--- src/design/lkc_pkg.sv ---
// Shared types, sizes and command codes for the LRU key cache.
// Used by lkc_table, lkc_ctrl and lru_key_cache; depends on nothing.
package lkc_pkg;

  localparam int ENTRIES    = 16;
  localparam int IDX_W      = $clog2(ENTRIES);
  localparam int STAMP_BITS = 32;
  localparam int KEY_W      = 64;
  localparam int SRV_W      = 8;
  localparam int CMD_W      = 2;

  typedef logic [IDX_W-1:0]      idx_t;
  typedef logic [STAMP_BITS-1:0] stamp_t;
  typedef logic [KEY_W-1:0]      key_t;
  typedef logic [SRV_W-1:0]      srv_t;
  typedef logic [CMD_W-1:0]      cmd_t;

  localparam cmd_t CMD_LOOKUP = 2'd0;
  localparam cmd_t CMD_ADD    = 2'd1;
  localparam cmd_t CMD_UPDATE = 2'd2;
  localparam cmd_t CMD_REMOVE = 2'd3;

  localparam idx_t   IDX_LAST  = idx_t'(ENTRIES - 1);
  localparam stamp_t STAMP_MAX = '1;

  // registered read of one table entry
  typedef struct packed {
    logic   valid;
    key_t   key;
    srv_t   server;
    stamp_t stamp;
  } rd_t;

  // write-back of one table entry, with per-field enables
  typedef struct packed {
    logic   en;
    idx_t   idx;
    logic   valid;
    logic   key_en;
    key_t   key;
    logic   srv_en;
    srv_t   server;
    logic   stamp_en;
    stamp_t stamp;
  } wr_t;

  // command handed from the input side to the sequencer
  typedef struct packed {
    logic start;
    cmd_t command;
    key_t key;
    srv_t server;
  } req_t;

  // finished result handed to the output register
  typedef struct packed {
    logic done;
    logic status;
    srv_t found;
  } res_t;

endpackage

--- src/design/lkc_table.sv ---
// Entry storage for the LRU key cache: valid flops plus key, server and
// stamp arrays with one registered read port and one write port.
// Depends on lkc_pkg.
module lkc_table import lkc_pkg::*; (
  input  logic clk,
  input  logic rst,
  input  idx_t rd_idx,
  output rd_t  rd,
  input  wr_t  wr
);

  logic [ENTRIES-1:0] valid;
  key_t               key_mem   [ENTRIES];
  srv_t               srv_mem   [ENTRIES];
  stamp_t             stamp_mem [ENTRIES];

  always_ff @(posedge clk) begin
    if (rst) begin
      valid <= '0;
    end else if (wr.en) begin
      valid[wr.idx] <= wr.valid;
    end
  end

  always_ff @(posedge clk) begin
    if (wr.en && wr.key_en) begin
      key_mem[wr.idx] <= wr.key;
    end
    if (wr.en && wr.srv_en) begin
      srv_mem[wr.idx] <= wr.server;
    end
    if (wr.en && wr.stamp_en) begin
      stamp_mem[wr.idx] <= wr.stamp;
    end
    rd.key    <= key_mem[rd_idx];
    rd.server <= srv_mem[rd_idx];
    rd.stamp  <= stamp_mem[rd_idx];
    if (rst) begin
      rd.valid <= 1'b0;
    end else begin
      rd.valid <= valid[rd_idx];
    end
  end

endmodule

--- src/design/lkc_ctrl.sv ---
// Scan sequencer for the LRU key cache: walks the table one entry a cycle
// through a shared key/stamp compare unit, then writes back at most one entry.
// Depends on lkc_pkg; drives lkc_table.
module lkc_ctrl import lkc_pkg::*; (
  input  logic clk,
  input  logic rst,
  input  req_t req,
  output logic idle,
  output idx_t rd_idx,
  input  rd_t  rd,
  output wr_t  wr,
  input  logic res_ready,
  output res_t res
);

  localparam logic [1:0] S_IDLE  = 2'd0;
  localparam logic [1:0] S_SCAN  = 2'd1;
  localparam logic [1:0] S_WRITE = 2'd2;

  logic [1:0] state;
  cmd_t       cmd_q;
  key_t       key_q;
  srv_t       srv_q;
  idx_t       cnt;
  logic       issue_done;
  logic       cmp_vld;
  idx_t       cmp_idx;
  logic       hit;
  idx_t       hit_idx;
  srv_t       hit_server;
  logic       free;
  idx_t       free_idx;
  idx_t       best_idx;
  stamp_t     best_stamp;
  stamp_t     use_clock;
  stamp_t     use_clock_next;
  logic       key_eq;
  logic       stamp_lt;
  logic       touch;
  logic       finish;

  assign idle   = (state == S_IDLE);
  assign rd_idx = cnt;
  assign finish = (state == S_WRITE) && res_ready;

  // shared compare unit
  assign key_eq   = rd.valid && (rd.key == key_q);
  assign stamp_lt = rd.stamp < best_stamp;

  assign use_clock_next = (use_clock == STAMP_MAX) ? use_clock : use_clock + 1'b1;
  assign touch = (cmd_q == CMD_ADD) || (hit && (cmd_q != CMD_REMOVE));

  always_ff @(posedge clk) begin
    if (rst) begin
      state      <= S_IDLE;
      use_clock  <= '0;
      cmp_vld    <= 1'b0;
      issue_done <= 1'b0;
    end else begin
      cmp_vld <= (state == S_SCAN) && !issue_done;
      cmp_idx <= cnt;
      unique case (state)
        S_IDLE: begin
          if (req.start) begin
            cmd_q      <= req.command;
            key_q      <= req.key;
            srv_q      <= req.server;
            cnt        <= '0;
            issue_done <= 1'b0;
            hit        <= 1'b0;
            free       <= 1'b0;
            state      <= S_SCAN;
          end
        end
        S_SCAN: begin
          if (!issue_done) begin
            cnt <= cnt + 1'b1;
            if (cnt == IDX_LAST) begin
              issue_done <= 1'b1;
            end
          end
          if (cmp_vld) begin
            if (!hit && key_eq) begin
              hit        <= 1'b1;
              hit_idx    <= cmp_idx;
              hit_server <= rd.server;
            end
            if (!free && !rd.valid) begin
              free     <= 1'b1;
              free_idx <= cmp_idx;
            end
            // strict compare keeps the lowest index on stamp ties
            if (cmp_idx == '0 || stamp_lt) begin
              best_idx   <= cmp_idx;
              best_stamp <= rd.stamp;
            end
            if (cmp_idx == IDX_LAST) begin
              state <= S_WRITE;
            end
          end
        end
        S_WRITE: begin
          if (res_ready) begin
            if (touch) begin
              use_clock <= use_clock_next;
            end
            state <= S_IDLE;
          end
        end
        default: state <= S_IDLE;
      endcase
    end
  end

  always_comb begin
    wr          = '0;
    wr.idx      = hit_idx;
    wr.key      = key_q;
    wr.server   = srv_q;
    wr.stamp    = use_clock_next;
    wr.valid    = 1'b1;
    if (finish) begin
      unique case (cmd_q)
        CMD_ADD: begin
          wr.en       = 1'b1;
          wr.idx      = free ? free_idx : best_idx;
          wr.key_en   = 1'b1;
          wr.srv_en   = 1'b1;
          wr.stamp_en = 1'b1;
        end
        CMD_LOOKUP: begin
          wr.en       = hit;
          wr.stamp_en = 1'b1;
        end
        CMD_UPDATE: begin
          wr.en       = hit;
          wr.srv_en   = 1'b1;
          wr.stamp_en = 1'b1;
        end
        CMD_REMOVE: begin
          wr.en       = hit;
          wr.valid    = 1'b0;
          wr.stamp_en = 1'b1;
          wr.stamp    = '0;
        end
        default: wr.en = 1'b0;
      endcase
    end
  end

  always_comb begin
    res.done   = finish;
    res.status = (cmd_q != CMD_ADD) && !hit;
    res.found  = (cmd_q == CMD_LOOKUP && hit) ? hit_server : '0;
  end

`ifndef ASSERT_OFF
  a_write_in_wb: assert property (@(posedge clk) disable iff (rst)
    wr.en |-> state == S_WRITE)
    else $error("table write outside write-back");

  a_scan_drained: assert property (@(posedge clk) disable iff (rst)
    state == S_WRITE |-> !cmp_vld)
    else $error("write-back entered with compare pending");

  a_clock_mono: assert property (@(posedge clk) disable iff (rst)
    $past(rst) || use_clock >= $past(use_clock))
    else $error("use clock moved backward");

  a_add_sets_valid: assert property (@(posedge clk) disable iff (rst)
    (finish && cmd_q == CMD_ADD) |-> (wr.en && wr.valid))
    else $error("add did not write a valid entry");
`endif

endmodule

--- src/design/lru_key_cache.sv ---
// Top level of the LRU key cache: input capture, output register and the
// table plus its scan sequencer. Depends on lkc_pkg, lkc_table, lkc_ctrl.
//
// A 16-entry fully associative table that maps a 64-bit key to an 8-bit
// server number with least-recently-used replacement. Commands are lookup,
// add, update and remove; each gives one result (status 0 success, 1 key
// not found; found_server set only on a lookup hit). Every command reads
// all ENTRIES entries in turn through the table's single read port, then
// writes back at most one entry. in_stall stays high while a command is in
// progress, so a new command is taken only once the previous one has
// written back. The write-back waits while the previous result is still
// stalled in the output register. The result sits in an output register,
// so a new command is taken while it waits. Reset clears all entries and
// the use clock.
module lru_key_cache import lkc_pkg::*; (
  input  logic clk,
  input  logic rst,
  input  logic in_valid,
  output logic in_stall,
  input  cmd_t command,
  input  key_t key,
  input  srv_t server_number,
  output logic out_valid,
  input  logic out_stall,
  output logic status,
  output srv_t found_server
);

  req_t req;
  res_t res;
  rd_t  rd;
  wr_t  wr;
  idx_t rd_idx;
  logic idle;
  logic res_ready;

  assign in_stall  = !idle;
  assign res_ready = !out_valid || !out_stall;

  always_comb begin
    req.start   = in_valid && idle;
    req.command = command;
    req.key     = key;
    req.server  = server_number;
  end

  lkc_ctrl u_ctrl (
    .clk       (clk),
    .rst       (rst),
    .req       (req),
    .idle      (idle),
    .rd_idx    (rd_idx),
    .rd        (rd),
    .wr        (wr),
    .res_ready (res_ready),
    .res       (res)
  );

  lkc_table u_table (
    .clk    (clk),
    .rst    (rst),
    .rd_idx (rd_idx),
    .rd     (rd),
    .wr     (wr)
  );

  always_ff @(posedge clk) begin
    if (rst) begin
      out_valid <= 1'b0;
    end else if (res.done) begin
      out_valid <= 1'b1;
    end else if (!out_stall) begin
      out_valid <= 1'b0;
    end
  end

  always_ff @(posedge clk) begin
    if (res.done) begin
      status       <= res.status;
      found_server <= res.found;
    end
  end

endmodule

--- config.mk ---
export PLATFORM = sky130hd
export DESIGN_NAME = lru_key_cache
export DESIGN_NICKNAME = d
export VERILOG_FILES = /design/src/design/lkc_pkg.sv /design/src/design/lkc_table.sv /design/src/design/lkc_ctrl.sv /design/src/design/lru_key_cache.sv
export SDC_FILE = /design/constraint.sdc
export NUM_CORES = 2
export LEC_CHECK = 0
export BUFFER_PORTS_ARGS = -buffer_cell sky130_fd_sc_hd__buf_4
export CAP_MARGIN = 20
export CORE_MARGIN = 2
export CORE_UTILIZATION = 59
export CTS_CLUSTER_SIZE = 16
export DETAILED_ROUTE_END_ITERATION = 12
export HOLD_SLACK_MARGIN = 0.02
export PLACE_DENSITY = 0.76
export SLEW_MARGIN = 20
export SYNTH_ARGS = -nofsm -noshare
export SYNTH_HDL_FRONTEND = slang
export SYNTH_SLANG_ARGS = --single-unit
--- constraint.sdc ---
create_clock -name clk -period 13.35 [get_ports clk]
set_clock_uncertainty 0.15 [all_clocks]
set_input_delay 2.67 -clock clk [delete_from_list [all_inputs] [get_ports clk]]
set_output_delay 2.67 -clock clk [all_outputs]
set_load 0.1 [all_outputs]
==> impl_results.md <==
- Status: finished clean
- Final WL: 163300 um
- Synth Area in Simple Gates: 2.175%
- GPL Wtd Cong: 0.8046
- Maximum root-to-sink buffer count: 3
- Worst-Skew Late Latency: 0.83 ns
- Gr ovfl total: 0
- GRT Util Overall: 26.07%
- Detailed placer's ending HPWL: 85680 um
- Root buffer cell: clkbuf_16
- Seq/Total Area, Yosys: 77.64%
- Crit path capture type: flop
- Via count: 34.83k
- Hold buffer count at CTS: 0
- Setup TNS: 0 ns
- Critical Path AT: 6.06 ns
- Most frequent CP cell: buf_4
- Synth Area in XOR/XNOR: 1.171%
- CTS buffer count: 186
- Initial antenna violation count: 2
- DR pass1 iterations: 5
- Vias in the first global route: 36.12k
- Peak Freq: 172.5 MHz
- Fin crit period: 5.797 ns
- Slew Limit Headroom: 23.95%
- WP data required: 13.61 ns
- Library cells used by synthesis: 59
- Post-synthesis mux area share: 16.13%
- Fill count: 7253
- Post-cts gate resize count: 0
- Period utilization: 43.42%
- PnR worst setup slack: 7.553 ns
- Async S/R FF share, synth: 0%
- CTS tree: built
- Peak supply drop: 0.1493 mV
- Die Y-Extent: 358.2 um
- Clk slew on worst S/H paths: 0.06 ns
- Synthesis-to-layout area growth: 12.67%
- Starting Density: 59.65%
- Pleak: 27.62 nW
- CP cell instances: buf_4 -> and2_1 -> nor4b_1 -> nand2_1 -> nor2_4 -> buf_4
- Die width: 358.2 um
- H-tree Lvls: 4
- Max-cap violations: 0
- Area share of the leading cell type in the synthesized netlist: 73.37%
- Routed WL per cell: 30.75 um
- Global-route wire length before repair: 241200 um
- # clock sinks: 1967
- Critical Path Max Stage Delay: 0.90 ns
- Top FF cell, synth: edfxtp_1
- Post-synth EDFFs: 1809
- Finished Layout Cells: 5310
- Share of layout cells above drive strength 1: 27.99%
- Post-synth top cells: 1809 x edfxtp_1, 525 x mux4_2, 158 x dfxtp_1
- Final Hold Viols: 0
- I/O Buffers: 88
- Vias per Instance: 6.560
- Unrepaired setup endpoints after global routing: no
- Adder-cell share of the synthesized area: 0.6084%
- Nets: 3623
- Synth Area in Compound Gates: 1.207%
- Top Ports: 89
- Leading area contributor after synthesis: edfxtp_1
- Mapped Area: 0.07404 mm^2
- CORE AREA: 0.1241 mm^2
- Most common cell in the netlist: edfxtp_1
- # diodes: 0
- Syn avg cell area: 22.37 um^2
- Seq cells post-synth: 1967
- Post-CTS setup buffers: 0
- Dpl ws: 6.752 ns
- Worst path slowest cell: nor2_4
- Critical path buffer and inverter count: 2
- Net Count, Synth: 3424
- Residual DRC count: 0
- Largest net degree at the start of global routing: 159
- Cells after Synth: 3310
- Crit Path Class: in2reg
- Pwr dens: 151.4 mW/mm^2
- Largest family of logic cells by synthesized area: multiplexers
- Full die area: 0.1283 mm^2
- Top delay family on crit path: simple AND/OR/NAND/NOR gates
- Ranking of synthesized cells by area: edfxtp_1 73%, mux4_2 16%, dfxtp_1 4.3%, xnor2_1 0.72%, nor2_1 0.67%
- Final Setup Violations: 0
- # rows: 129
- Detail Route Antenna Nets: 0
- Dpl cells: 4954
- Synth warnings: 0
- Worst Tran Pin Value: 1.141 ns
- DRT iter0 DRCs: 4278
- Worst min-delay path category: reg2reg
- Final slew viol count: 0
- Max FO, Critical Path: 42
- Startpoint types: input port
## worst register-to-register path, cell delays in order, from the launching register on
cell,delay (ns)
edfxtp_1,0.42
inv_1,0.11
ha_1,0.36
nor4b_1,0.80
nand2_1,0.46
nor2_4,0.90
buf_4,0.82
## final cells by class
type	count	area, um^2	area share, %
well taps	1637	2048	2.455
inverters	58	217.7	0.2610
clock buffers	250	5139	6.160
repair buffers	161	1291	1.548
multi-input cells	1135	16000	19.18
flip-flops and latches	1967	57490	68.91
clock inverters	102	1240	1.486
## where the power goes
group | leakage [nW] | switching (W) | internal [W]
logic | 5.63 | 0.000201 | 0.000196
registers | 18.9 | 0.0000589 | 0.00671
clock network | 3.12 | 0.00228 | 0.00318
total | 27.6 | 0.00254 | 0.0101
## flip-flops by register name (all words and copies together) (netlist names), 2 cells and up
register           cells
found_server           8
u_ctrl.best_idx        4
u_ctrl.best_stamp     32
u_ctrl.cmd_q           2
u_ctrl.cmp_idx         4
u_ctrl.free_idx        4
u_ctrl.hit_idx         4
u_ctrl.hit_server      8
u_ctrl.key_q          64
u_ctrl.rd_idx          4
u_ctrl.srv_q           8
u_ctrl.state           2
u_ctrl.use_clock      32
u_table.key_mem     1024
u_table.rd           105
u_table.srv_mem      128
u_table.stamp_mem    512
u_table.valid         16
## final timing paths
check             slack [ns]  cells past startpoint            start                     end
hold / removal          0.26                      0   u_table.rd[32]    u_ctrl.hit_server[0]
hold reg to reg         0.26                      0   u_table.rd[32]    u_ctrl.hit_server[0]
setup / recovery        7.55                      6        out_stall  u_table.key_mem[9][29]
setup reg to reg        8.93                      6  u_ctrl.cmd_q[1]  u_table.key_mem[9][29]
## through the flow
stage | hold slack, ns | util, % | cell area (um^2) | power, W
5_1_grt | 0.2709 | 67.21 | 83420 | 0.01295
6_report | 0.2550 | 67.21 | 83420 | 0.01263
2_1_floorplan | 0.2355 | - | 74040 | 0.007161
3_5_place_dp | 0.2413 | 62.00 | 76960 | 0.007301
3_3_place_gp | 0.2504 | 62.00 | 76960 | 0.007289
4_1_cts | 0.2552 | 67.14 | 83330 | 0.01271
## layout by cell type, fill, tap and decap left out, types with 11 or more instances in the layout
| cell type | count |
|---|---|
| a211oi_1 | 31 |
| a21oi_1 | 43 |
| and3_1 | 15 |
| buf_4 | 152 |
| bufinv_16 | 24 |
| clkbuf_1 | 43 |
| clkbuf_16 | 189 |
| clkbuf_8 | 18 |
| clkinv_1 | 21 |
| clkinv_2 | 36 |
| dfxtp_1 | 158 |
| edfxtp_1 | 1809 |
| ha_1 | 36 |
| inv_1 | 58 |
| mux4_2 | 525 |
| nand2_1 | 44 |
| nand2b_1 | 11 |
| nand3_1 | 20 |
| nand4_1 | 23 |
| nor2_1 | 114 |
| nor2_4 | 16 |
| nor2b_1 | 11 |
| nor3_1 | 14 |
| nor3_2 | 16 |
| nor4_1 | 11 |
| o21ai_0 | 13 |
| xnor2_1 | 61 |
| xor2_1 | 38 |
## kinds of logic (layout without fill, tap and decap cells)
| family | Yosys count | in the layout |
|---|---|---|
| AOI/OAI and AO/OA | 134 | 134 |
| xor gates and xnor gates | 99 | 99 |
| adders and majority gates | 36 | 36 |
| buffers and inverters | 208 | 571 |
| DFF | 1967 | 1967 |
| muxes | 536 | 536 |
| and+or+nand+nor | 330 | 330 |
## metal layers
layer	global-route usage (%)	vias to the layer above	wire length, um
met5	0	-	20
met4	8.820	2	4822
met3	5.680	311	14350
met2	41.22	1927	81090
met1	36.83	18397	63000
li1	-	14196	-
Note: power is estimated with default switching activity, not from simulation.
